$ cat config.mk
export PLATFORM = sky130hd
export DESIGN_NAME = clock_block_cache_flat
export DESIGN_NICKNAME = d
export VERILOG_FILES = /design/src/rtl/core/cbc_pkg.sv /design/src/rtl/core/cbc_if.sv /design/src/rtl/core/cbc_mem.sv /design/src/rtl/core/cbc_ctrl.sv /design/src/rtl/core/clock_block_cache.sv /design/src/flat_wrapper.sv
export VERILOG_INCLUDE_DIRS = /design/src /design/src/rtl/core
export SDC_FILE = /design/constraint.sdc
export NUM_CORES = 2
export LEC_CHECK = 0
export BUFFER_PORTS_ARGS = -buffer_cell sky130_fd_sc_hd__buf_2
export CORE_AREA = 2 2 450 452
export CTS_BUF_LIST = sky130_fd_sc_hd__clkbuf_4 sky130_fd_sc_hd__clkbuf_8
export CTS_CLUSTER_SIZE = 12
export DETAILED_ROUTE_END_ITERATION = 8
export DIE_AREA = 0 0 452 454
export HOLD_SLACK_MARGIN = 0.08
export PLACE_DENSITY = 0.5
export SYNTH_ARGS = -nofsm -noshare
export SYNTH_HDL_FRONTEND = slang
export SYNTH_SLANG_ARGS = --single-unit
$ cat constraint.sdc
create_clock -name clk -period 13.55 [get_ports clk]
set_clock_uncertainty 0.2 [all_clocks]
set_input_delay 2.71 -clock clk [delete_from_list [all_inputs] [get_ports clk]]
set_output_delay 2.71 -clock clk [all_outputs]
set_load 0.005 [all_outputs]
$ cat src/rtl/core/assert_macros.svh
// Assertion helpers for the RTL.
`ifndef ASSERT_MACROS_SVH
`define ASSERT_MACROS_SVH

// Implication checked at every clock edge outside reset.
`define ASSERT_IMPL(label, clk, rst, ante, cons, msg) \
  label: assert property (@(posedge clk) disable iff (rst) (ante) |-> (cons)) \
    else $error(msg);

// Expression that holds at every clock edge outside reset.
`define ASSERT_ALWAYS(label, clk, rst, expr, msg) \
  label: assert property (@(posedge clk) disable iff (rst) (expr)) else $error(msg);

`endif

$ cat src/rtl/core/cbc_pkg.sv
`default_nettype none
package cbc_pkg;
  localparam int unsigned DefCapacity = 16;
  localparam int unsigned TagW = 32;
  localparam int unsigned HandleW = 16;
  localparam int unsigned ActionW = 3;

  typedef enum logic [ActionW-1:0] {
    ACT_INSERT = 3'd0,
    ACT_GET    = 3'd1,
    ACT_REMOVE = 3'd2,
    ACT_FLUSH1 = 3'd3,
    ACT_FLUSHA = 3'd4,
    ACT_DIRTY  = 3'd5
  } action_t;

  typedef struct packed {
    logic [ActionW-1:0] action;
    logic [TagW-1:0]    block_tag;
    logic [HandleW-1:0] buffer_handle;
    logic               make_dirty;
  } req_t;

  typedef struct packed {
    logic               hit;
    logic [HandleW-1:0] handle_out;
    logic               leaving_valid;
    logic [TagW-1:0]    leaving_tag;
    logic [HandleW-1:0] leaving_handle;
    logic               needs_writeback;
    logic               last;
  } rsp_t;
endpackage
`default_nettype wire

$ cat src/rtl/core/cbc_if.sv
`default_nettype none
interface cbc_req_if;
  import cbc_pkg::*;
  logic valid;
  logic ready;
  logic [ActionW-1:0] action;
  logic [TagW-1:0]    block_tag;
  logic [HandleW-1:0] buffer_handle;
  logic               make_dirty;
  modport source (output valid, action, block_tag, buffer_handle, make_dirty, input ready);
  modport sink (input valid, action, block_tag, buffer_handle, make_dirty, output ready);
endinterface

interface cbc_rsp_if;
  import cbc_pkg::*;
  logic valid;
  logic ready;
  logic               hit;
  logic [HandleW-1:0] handle_out;
  logic               leaving_valid;
  logic [TagW-1:0]    leaving_tag;
  logic [HandleW-1:0] leaving_handle;
  logic               needs_writeback;
  logic               last;
  modport source (output valid, hit, handle_out, leaving_valid, leaving_tag, leaving_handle,
                  needs_writeback, last, input ready);
  modport sink (input valid, hit, handle_out, leaving_valid, leaving_tag, leaving_handle,
                needs_writeback, last, output ready);
endinterface
`default_nettype wire

$ cat src/rtl/core/cbc_mem.sv
`default_nettype none
// Slot payload store: tag and handle, one write port, one registered read port.
module cbc_mem #(
  parameter int unsigned Capacity = cbc_pkg::DefCapacity,
  localparam int unsigned SlotW = $clog2(Capacity)
) (
  input  wire logic                           clk,
  input  wire logic                           we,
  input  wire logic [SlotW-1:0]               waddr,
  input  wire logic [cbc_pkg::TagW-1:0]       wtag,
  input  wire logic [cbc_pkg::HandleW-1:0]    whandle,
  input  wire logic [SlotW-1:0]               raddr,
  output logic      [cbc_pkg::TagW-1:0]       rtag,
  output logic      [cbc_pkg::HandleW-1:0]    rhandle
);
  import cbc_pkg::*;
  logic [TagW+HandleW-1:0] mem [Capacity];

  always_ff @(posedge clk) begin
    if (we) begin
      mem[waddr] <= {wtag, whandle};
    end
    {rtag, rhandle} <= mem[raddr];
  end
endmodule
`default_nettype wire

$ cat src/rtl/core/cbc_ctrl.sv
`default_nettype none
// Command sequencer: tag match over a mirror of the tags, clock sweep, flush walk.
module cbc_ctrl #(
  parameter int unsigned Capacity = cbc_pkg::DefCapacity,
  localparam int unsigned SlotW = $clog2(Capacity),
  localparam int unsigned CntW = $clog2(Capacity + 1)
) (
  input  wire logic       clk,
  input  wire logic       rst,
  cbc_req_if.sink         req,
  cbc_rsp_if.source       rsp,
  output logic            busy
);
  import cbc_pkg::*;

  typedef enum logic [2:0] {S_IDLE, S_MATCH, S_SWEEP, S_READ, S_WALK, S_WREAD, S_OUT} state_t;

  state_t state;
  req_t   cur;
  logic [Capacity-1:0] valid_q, ref_q, dirty_q;
  logic [TagW-1:0] tag_q [Capacity];
  logic [SlotW-1:0] hand, slot, walk;
  logic [SlotW-1:0] fstack [Capacity];
  logic [CntW-1:0] fcount;
  logic            lv_pend, fl_last;
  rsp_t            out;

  logic            mem_we;
  logic [SlotW-1:0] mem_ra;
  logic [TagW-1:0] rtag;
  logic [HandleW-1:0] rhandle;

  cbc_mem #(.Capacity(Capacity)) u_mem (
    .clk(clk), .we(mem_we), .waddr(slot), .wtag(cur.block_tag),
    .whandle(cur.buffer_handle), .raddr(mem_ra), .rtag(rtag), .rhandle(rhandle)
  );

  // Priority match against the registered tag mirror.
  logic            m_any;
  logic [SlotW-1:0] m_idx;
  always_comb begin
    m_any = 1'b0;
    m_idx = '0;
    for (int i = Capacity - 1; i >= 0; i--) begin
      if (valid_q[i] && tag_q[i] == cur.block_tag) begin
        m_any = 1'b1;
        m_idx = SlotW'(i);
      end
    end
  end

  // Next dirty slot at or after the walk pointer.
  logic            d_any;
  logic [SlotW-1:0] d_idx;
  always_comb begin
    d_any = 1'b0;
    d_idx = '0;
    for (int i = Capacity - 1; i >= 0; i--) begin
      if (SlotW'(i) >= walk && valid_q[i] && dirty_q[i]) begin
        d_any = 1'b1;
        d_idx = SlotW'(i);
      end
    end
  end

  function automatic logic [SlotW-1:0] wrap_inc(input logic [SlotW-1:0] v);
    wrap_inc = (v == SlotW'(Capacity - 1)) ? '0 : v + 1'b1;
  endfunction

  // The matched slot is read during the match cycle so its handle is ready next cycle.
  always_comb begin
    mem_ra = m_idx;
    if (state == S_SWEEP || state == S_READ) mem_ra = hand;
    if (state == S_WALK || state == S_WREAD) mem_ra = d_idx;
    mem_we = (state == S_READ);
  end

  assign req.ready = (state == S_IDLE);
  assign rsp.valid = (state == S_OUT);
  assign busy      = (state != S_IDLE);
  assign rsp.hit = out.hit;
  assign rsp.handle_out = out.handle_out;
  assign rsp.leaving_valid = out.leaving_valid;
  assign rsp.leaving_tag = out.leaving_tag;
  assign rsp.leaving_handle = out.leaving_handle;
  assign rsp.needs_writeback = out.needs_writeback;
  assign rsp.last = out.last;

  always_ff @(posedge clk) begin
    if (rst) begin
      state   <= S_IDLE;
      valid_q <= '0;
      ref_q   <= '0;
      dirty_q <= '0;
      hand    <= '0;
      fcount  <= CntW'(Capacity);
      for (int i = 0; i < Capacity; i++) fstack[i] <= SlotW'(i);
      lv_pend <= 1'b0;
      fl_last <= 1'b0;
    end else begin
      case (state)
        S_IDLE: begin
          if (req.valid) begin
            cur <= '{req.action, req.block_tag, req.buffer_handle, req.make_dirty};
            state <= S_MATCH;
          end
        end
        S_MATCH: begin
          // Flush all and the unused codes never report a hit.
          out <= '{hit: m_any && (cur.action inside {ACT_INSERT, ACT_GET, ACT_REMOVE,
                                                     ACT_FLUSH1, ACT_DIRTY}),
                   last: 1'b1, default: '0};
          case (cur.action)
            ACT_INSERT: begin
              if (m_any) begin
                ref_q[m_idx] <= 1'b1;
                if (cur.make_dirty) dirty_q[m_idx] <= 1'b1;
                state <= S_OUT;
              end else if (fcount != '0) begin
                slot <= fstack[fcount[SlotW-1:0] - 1'b1];
                fcount <= fcount - 1'b1;
                lv_pend <= 1'b0;
                state <= S_READ;
              end else begin
                state <= S_SWEEP;
              end
            end
            ACT_GET: begin
              if (m_any) begin
                ref_q[m_idx] <= 1'b1;
                if (cur.make_dirty) dirty_q[m_idx] <= 1'b1;
                state <= S_WREAD;
                fl_last <= 1'b0;
              end else begin
                state <= S_OUT;
              end
            end
            ACT_REMOVE: begin
              if (m_any) begin
                valid_q[m_idx] <= 1'b0;
                ref_q[m_idx] <= 1'b0;
                dirty_q[m_idx] <= 1'b0;
                if (fcount < CntW'(Capacity)) begin
                  fstack[fcount[SlotW-1:0]] <= m_idx;
                  fcount <= fcount + 1'b1;
                end
              end
              state <= S_OUT;
            end
            ACT_FLUSH1: begin
              if (m_any && dirty_q[m_idx]) begin
                dirty_q[m_idx] <= 1'b0;
                state <= S_WREAD;
                fl_last <= 1'b1;
              end else begin
                state <= S_OUT;
              end
            end
            ACT_FLUSHA: begin
              walk <= '0;
              state <= S_WALK;
            end
            ACT_DIRTY: begin
              if (m_any) dirty_q[m_idx] <= 1'b1;
              state <= S_OUT;
            end
            default: state <= S_OUT;
          endcase
        end
        S_SWEEP: begin
          // One slot per cycle; a referenced slot gets its second chance.
          if (ref_q[hand]) begin
            ref_q[hand] <= 1'b0;
            hand <= wrap_inc(hand);
          end else begin
            slot <= hand;
            lv_pend <= 1'b1;
            hand <= wrap_inc(hand);
            state <= S_READ;
          end
        end
        S_READ: begin
          // Old contents were read last cycle from the victim slot.
          out.leaving_valid <= lv_pend;
          out.leaving_tag <= lv_pend ? rtag : '0;
          out.leaving_handle <= lv_pend ? rhandle : '0;
          out.needs_writeback <= lv_pend & dirty_q[slot];
          valid_q[slot] <= 1'b1;
          ref_q[slot] <= 1'b1;
          dirty_q[slot] <= cur.make_dirty;
          tag_q[slot] <= cur.block_tag;
          state <= S_OUT;
        end
        S_WREAD: begin
          if (cur.action == ACT_GET) begin
            out.handle_out <= rhandle;
          end else begin
            out.leaving_valid <= 1'b1;
            out.leaving_tag <= rtag;
            out.leaving_handle <= rhandle;
            out.needs_writeback <= 1'b1;
          end
          out.last <= (cur.action != ACT_FLUSHA);
          state <= S_OUT;
        end
        S_WALK: begin
          if (d_any) begin
            out <= '0;
            dirty_q[d_idx] <= 1'b0;
            walk <= d_idx;
            fl_last <= (d_idx == SlotW'(Capacity - 1));
            state <= S_WREAD;
          end else begin
            out <= '{last: 1'b1, default: '0};
            state <= S_OUT;
          end
        end
        S_OUT: begin
          if (rsp.ready) begin
            if (cur.action == ACT_FLUSHA && !out.last) begin
              if (fl_last) begin
                out <= '{last: 1'b1, default: '0};
                fl_last <= 1'b0;
              end else begin
                walk <= wrap_inc(walk);
                state <= S_WALK;
              end
            end else begin
              state <= S_IDLE;
            end
          end
        end
        default: state <= S_IDLE;
      endcase
    end
  end
endmodule
`default_nettype wire

$ cat src/rtl/core/clock_block_cache.sv
// A command passes the match state, and a read state for a get hit, a dirty single flush
// or a new insert, before its result; a full-cache insert first sweeps the clock hand over up
// to capacity plus one slots. Flush all: one result per dirty slot, then a closing result.
// One command is in flight at a time; the next can be taken in the cycle after its last result.
// Synchronous active-high reset empties the cache and refills the free stack at once.
`default_nettype none
`include "assert_macros.svh"
module clock_block_cache #(
  parameter int unsigned Capacity = cbc_pkg::DefCapacity
) (
  input wire logic  clk,
  input wire logic  rst,
  cbc_req_if.sink   req,
  cbc_rsp_if.source rsp
);
  import cbc_pkg::*;
  logic busy;

  cbc_ctrl #(.Capacity(Capacity)) u_ctrl (
    .clk(clk), .rst(rst), .req(req), .rsp(rsp), .busy(busy)
  );

  `ASSERT_IMPL(a_no_accept_busy, clk, rst, busy, !req.ready, "input taken while busy")
  `ASSERT_IMPL(a_idle_no_out, clk, rst, !busy, !rsp.valid, "result while idle")
  `ASSERT_IMPL(a_single_hdr, clk, rst, rsp.valid && rsp.hit && !rsp.last, 1'b0,
               "flush walk result flagged as hit")
endmodule
`default_nettype wire

$ cat src/flat_wrapper.sv
// flat-port wrapper written by rule: the top's interface ports become plain ports
module clock_block_cache_flat import cbc_pkg::*;
#(
  parameter int unsigned Capacity = cbc_pkg::DefCapacity
)
  (clk, rst, req_valid, req_action, req_block_tag, req_buffer_handle, req_make_dirty, req_ready, rsp_valid, rsp_hit, rsp_handle_out, rsp_leaving_valid, rsp_leaving_tag, rsp_leaving_handle, rsp_needs_writeback, rsp_last, rsp_ready);
  cbc_req_if req_i ();
  cbc_rsp_if rsp_i ();
  input wire logic clk;
  input wire logic rst;
  input wire logic [$bits(req_i.valid)-1:0] req_valid;
  input wire logic [$bits(req_i.action)-1:0] req_action;
  input wire logic [$bits(req_i.block_tag)-1:0] req_block_tag;
  input wire logic [$bits(req_i.buffer_handle)-1:0] req_buffer_handle;
  input wire logic [$bits(req_i.make_dirty)-1:0] req_make_dirty;
  output wire logic [$bits(req_i.ready)-1:0] req_ready;
  output wire logic [$bits(rsp_i.valid)-1:0] rsp_valid;
  output wire logic [$bits(rsp_i.hit)-1:0] rsp_hit;
  output wire logic [$bits(rsp_i.handle_out)-1:0] rsp_handle_out;
  output wire logic [$bits(rsp_i.leaving_valid)-1:0] rsp_leaving_valid;
  output wire logic [$bits(rsp_i.leaving_tag)-1:0] rsp_leaving_tag;
  output wire logic [$bits(rsp_i.leaving_handle)-1:0] rsp_leaving_handle;
  output wire logic [$bits(rsp_i.needs_writeback)-1:0] rsp_needs_writeback;
  output wire logic [$bits(rsp_i.last)-1:0] rsp_last;
  input wire logic [$bits(rsp_i.ready)-1:0] rsp_ready;
  assign req_i.valid = req_valid;
  assign req_i.action = req_action;
  assign req_i.block_tag = req_block_tag;
  assign req_i.buffer_handle = req_buffer_handle;
  assign req_i.make_dirty = req_make_dirty;
  assign req_ready = req_i.ready;
  assign rsp_valid = rsp_i.valid;
  assign rsp_hit = rsp_i.hit;
  assign rsp_handle_out = rsp_i.handle_out;
  assign rsp_leaving_valid = rsp_i.leaving_valid;
  assign rsp_leaving_tag = rsp_i.leaving_tag;
  assign rsp_leaving_handle = rsp_i.leaving_handle;
  assign rsp_needs_writeback = rsp_i.needs_writeback;
  assign rsp_last = rsp_i.last;
  assign rsp_i.ready = rsp_ready;
  clock_block_cache #(.Capacity(Capacity)) u_core (.clk(clk), .rst(rst), .req(req_i), .rsp(rsp_i));
endmodule
==> run metrics <==
Crit path top cell by count=buf_4; CTS buffer count=287; post-synthesis sequential area ratio=70.56%; die height=454 um; CTS tree=built; crit-path cells=buf_4, xor2_1, nor4_1, nand4_1, nor4_1, o211ai_1, a211oi_1, o21ai_0, o21ai_0, a22o_4, buf_4, buf_4, mux4_2, a22oi_1, nand2_1; slowest CP cell=buf_4; Final Worst Setup Slack=5.709 ns; Die W=452 um; final period utilization=57.87%; Post-synth EDFFs=1472; CP Max Fanout=50; routed vias/inst=5.273; Final Hold Vio Count=0; Post-synth top flop=edfxtp_1; WS Path Type=reg2reg; RR Startpoint=u_core.u_ctrl.cur[38]; DRC violations left=0; Synth Area per Inst=16.38 um^2; Area Overhead vs Synth=14.44%; relative slew slack=2.868%; Post-Synthesis Cell Area=65770 um^2; arrival time worst endpoint=8.52 ns; worst slew pin tran=1.454 ns; Worst Setup EP=u_core.u_ctrl.u_mem.rhandle[0]; RSZ-0062 raised after global routing=no; total wire length=196000 um; row count=165; HP Class=reg2reg; post-DR wirelength/cell=27.18 um; Slew Limit Fails=0; vias in the first global route=38130; pin count of the biggest net entering global routing=69; CTS clk-pin slew, worst paths=0.06 ns; register area=46400 um^2; Pleak=23.88 nW; DP HPWL=111200 um; total number of vias=38030; R2R Setup Slk=5.71 ns; CP Depth=15; slowest stage delay, CP=0.92 ns; Fin Hold WS=0.2510 ns; drt pass-1 iters=6; Nets=4404; post-route setup TNS=0 ns; final setup fails=0; die area=205200 um^2; post_cts resized=0; H-Tree Depth=5; Ports=126; core area=200900 um^2; multi-input logic area=18430 um^2; post-synth top area cell=edfxtp_1; layout cell share with drive strength beyond 1=21.73%; Mapped Cells=4015; clock buffer depth=4; Post-Syn Nets=4088; asr flop ratio synth=0%; Critical Path Source Type=register; max cap viols=0; fill count=18790; antenna violations before repair=13; post-CTS setup buffers=0; Max Fclk=127.5 MHz; Worst Setup SP=u_core.u_ctrl.cur[38]; clock sink count=1582; Req. time, crit path=14.23 ns; CP delay by family, top=buffers and inverters; FF+latch count, synth=1582; post-route ant nets=0; Root Driver=clkbuf_8; outcome=complete, no violations; r2r worst-path depth=15; initial core utilization=32.74%; Synth Warn #=0; worst skew pair latency=1.01 ns; initial drt markers=3933; Power per Cell Area=171.3 nW/um^2; R2R Path End=u_core.u_ctrl.u_mem.rhandle[0]; IO buf count=125; cts hold-fix bufs=0; share of the synthesized area in the top cell type=67.21%; dpl ws=5.448 ns; Synth cell types=79; Global Route Usage Sum=18.84%; first-pass GRT wire length=279900 um; aggregate global routing overflow=0; maximum VDD drop=141.9 uV; Worst Setup End Kind=register; post-layout min period=7.841 ns; Synth area leaders=edfxtp_1 (67%), mux4_2 (7.6%), xor2_1 (5.4%), dfxtp_1 (3.3%), nor4_1 (1.8%); Buf+Inv Stages, Crit Path=3; RD Place Congestion=0.8940
## state kept, by name, indices dropped and copies added, names as in the netlist, named ones only
| name | flops |
|---|---|
| u_core.u_ctrl.u_mem.rhandle | 16 |
| u_core.u_ctrl.hand | 4 |
| u_core.u_ctrl.rsp.leaving_valid | 1 |
| u_core.u_ctrl.fl_last | 1 |
| u_core.u_ctrl.lv_pend | 1 |
| u_core.u_ctrl.rsp.hit | 1 |
| u_core.u_ctrl.state | 3 |
| u_core.u_ctrl.fcount | 5 |
| u_core.u_ctrl.rsp.leaving_handle | 16 |
| u_core.u_ctrl.slot | 4 |
| u_core.u_ctrl.u_mem.mem | 768 |
| u_core.u_ctrl.rsp.handle_out | 16 |
| u_core.u_ctrl.u_mem.rtag | 32 |
| u_core.u_ctrl.cur | 52 |
| u_core.u_ctrl.rsp.leaving_tag | 32 |
| u_core.u_ctrl.valid_q | 16 |
| u_core.u_ctrl.rsp.needs_writeback | 1 |
| u_core.u_ctrl.tag_q | 512 |
| u_core.u_ctrl.walk | 4 |
| u_core.u_ctrl.rsp.last | 1 |
| u_core.u_ctrl.fstack | 64 |
## synthesized netlist by cell type, types with 25 or more instances
cell type,count
a22oi_1,97
clkbuf_1,94
xnor2_1,112
buf_4,25
buf_2,67
and2_1,67
edfxtp_1,1472
a211oi_1,26
nand2_1,216
o21ai_0,77
a21oi_1,56
nand4_1,77
mux4_2,222
nor2_1,159
nand3_1,68
dfxtp_1,110
xor2_1,409
and3_1,32
nand2b_1,29
nand4b_1,26
nor4_1,191
nor3_1,69
## report_power, final
group | switching [mW] | internal, mW | leakage [nW]
clock | 1.97 | 2.43 | 2.88
combinational | 1.57 | 1.01 | 6.86
sequential | 0.185 | 5.73 | 14.1
## how the worst min path moves through the flow
stage | from | endpoint | slack [ns] | cells past startpoint
after detailed placement | u_core.u_ctrl.cur[34] | u_core.u_ctrl.tag_q[12][17] | 0.24 | 0
after global placement | u_core.u_ctrl.cur[34] | u_core.u_ctrl.tag_q[12][17] | 0.23 | 0
after global routing | u_core.u_ctrl.cur[34] | u_core.u_ctrl.tag_q[12][17] | 0.27 | 0
final | u_core.u_ctrl.cur[34] | u_core.u_ctrl.tag_q[12][17] | 0.25 | 0
after floorplan | register | register | 0.26 | 2
after CTS | u_core.u_ctrl.cur[34] | u_core.u_ctrl.tag_q[12][17] | 0.25 | 0
## cell families after synthesis
logic type	count (synthesis)	share of synthesized area, %
fa+ha+maj	17	0.3348
xor+xnor	521	6.938
buf+inv	238	1.880
simple gates	1028	8.325
mux	250	8.053
compound gates	379	3.908
flops	1582	70.56
## routing by layer
layer  global-route usage, %  wire length (um)  up-vias
met1                   26.89             88820    19780
li1                        -                 -    16440
met4                   6.098              5563        2
met5                       0                13        -
met3                   3.345             11770      375
met2                   29.08             89890     1436
## through the flow
stage | instances | utilization [%] | power, mW | cell area [um^2]
after detailed placement | 6714 | 34.74 | 8.615 | 69780
after global routing | 7209 | 37.46 | 13.45 | 75250
after CTS | 7205 | 37.46 | 13.04 | 75240
final | 7212 | 37.47 | 12.89 | 75260
after global placement | 6714 | 34.74 | 8.610 | 69780
after floorplan | 4015 | - | 7.746 | 65770
## final cells by class
cell class	count	share of cell area [%]
tap	2672	4.442
inverter	22	0.1097
clock inverter	87	0.6982
clock buffer	404	6.557
antenna	7	0.02327
sequential	1582	61.66
timing repair buffer	243	2.025
multi-input combinational	2195	24.49
## cell usage in the layout (no fill, tap or decap), types with 17 or more instances in the layout
cell type | netlist | final
and3_1 | 32 | 32
xor2_1 | 409 | 409
or3_1 | 22 | 22
or4_1 | 19 | 19
nor2_1 | 159 | 143
inv_1 | 21 | 20
nand4_1 | 77 | 77
buf_2 | 67 | 125
a211oi_1 | 26 | 24
edfxtp_1 | 1472 | 1472
dfxtp_1 | 110 | 110
clkinv_2 | 0 | 19
nor4_1 | 191 | 186
and2_1 | 67 | 67
nand2_1 | 216 | 216
nor3_1 | 69 | 53
clkbuf_8 | 0 | 304
o21ai_0 | 77 | 77
a22oi_1 | 97 | 97
xnor2_1 | 112 | 112
a21oi_1 | 56 | 56
mux4_2 | 222 | 222
nand2b_1 | 29 | 29
nor2_4 | 1 | 17
nand4b_1 | 26 | 26
buf_4 | 25 | 117
clkinv_1 | 1 | 53
nand3_1 | 68 | 68
clkbuf_4 | 0 | 100
Note: power is estimated with default switching activity, not from simulation.
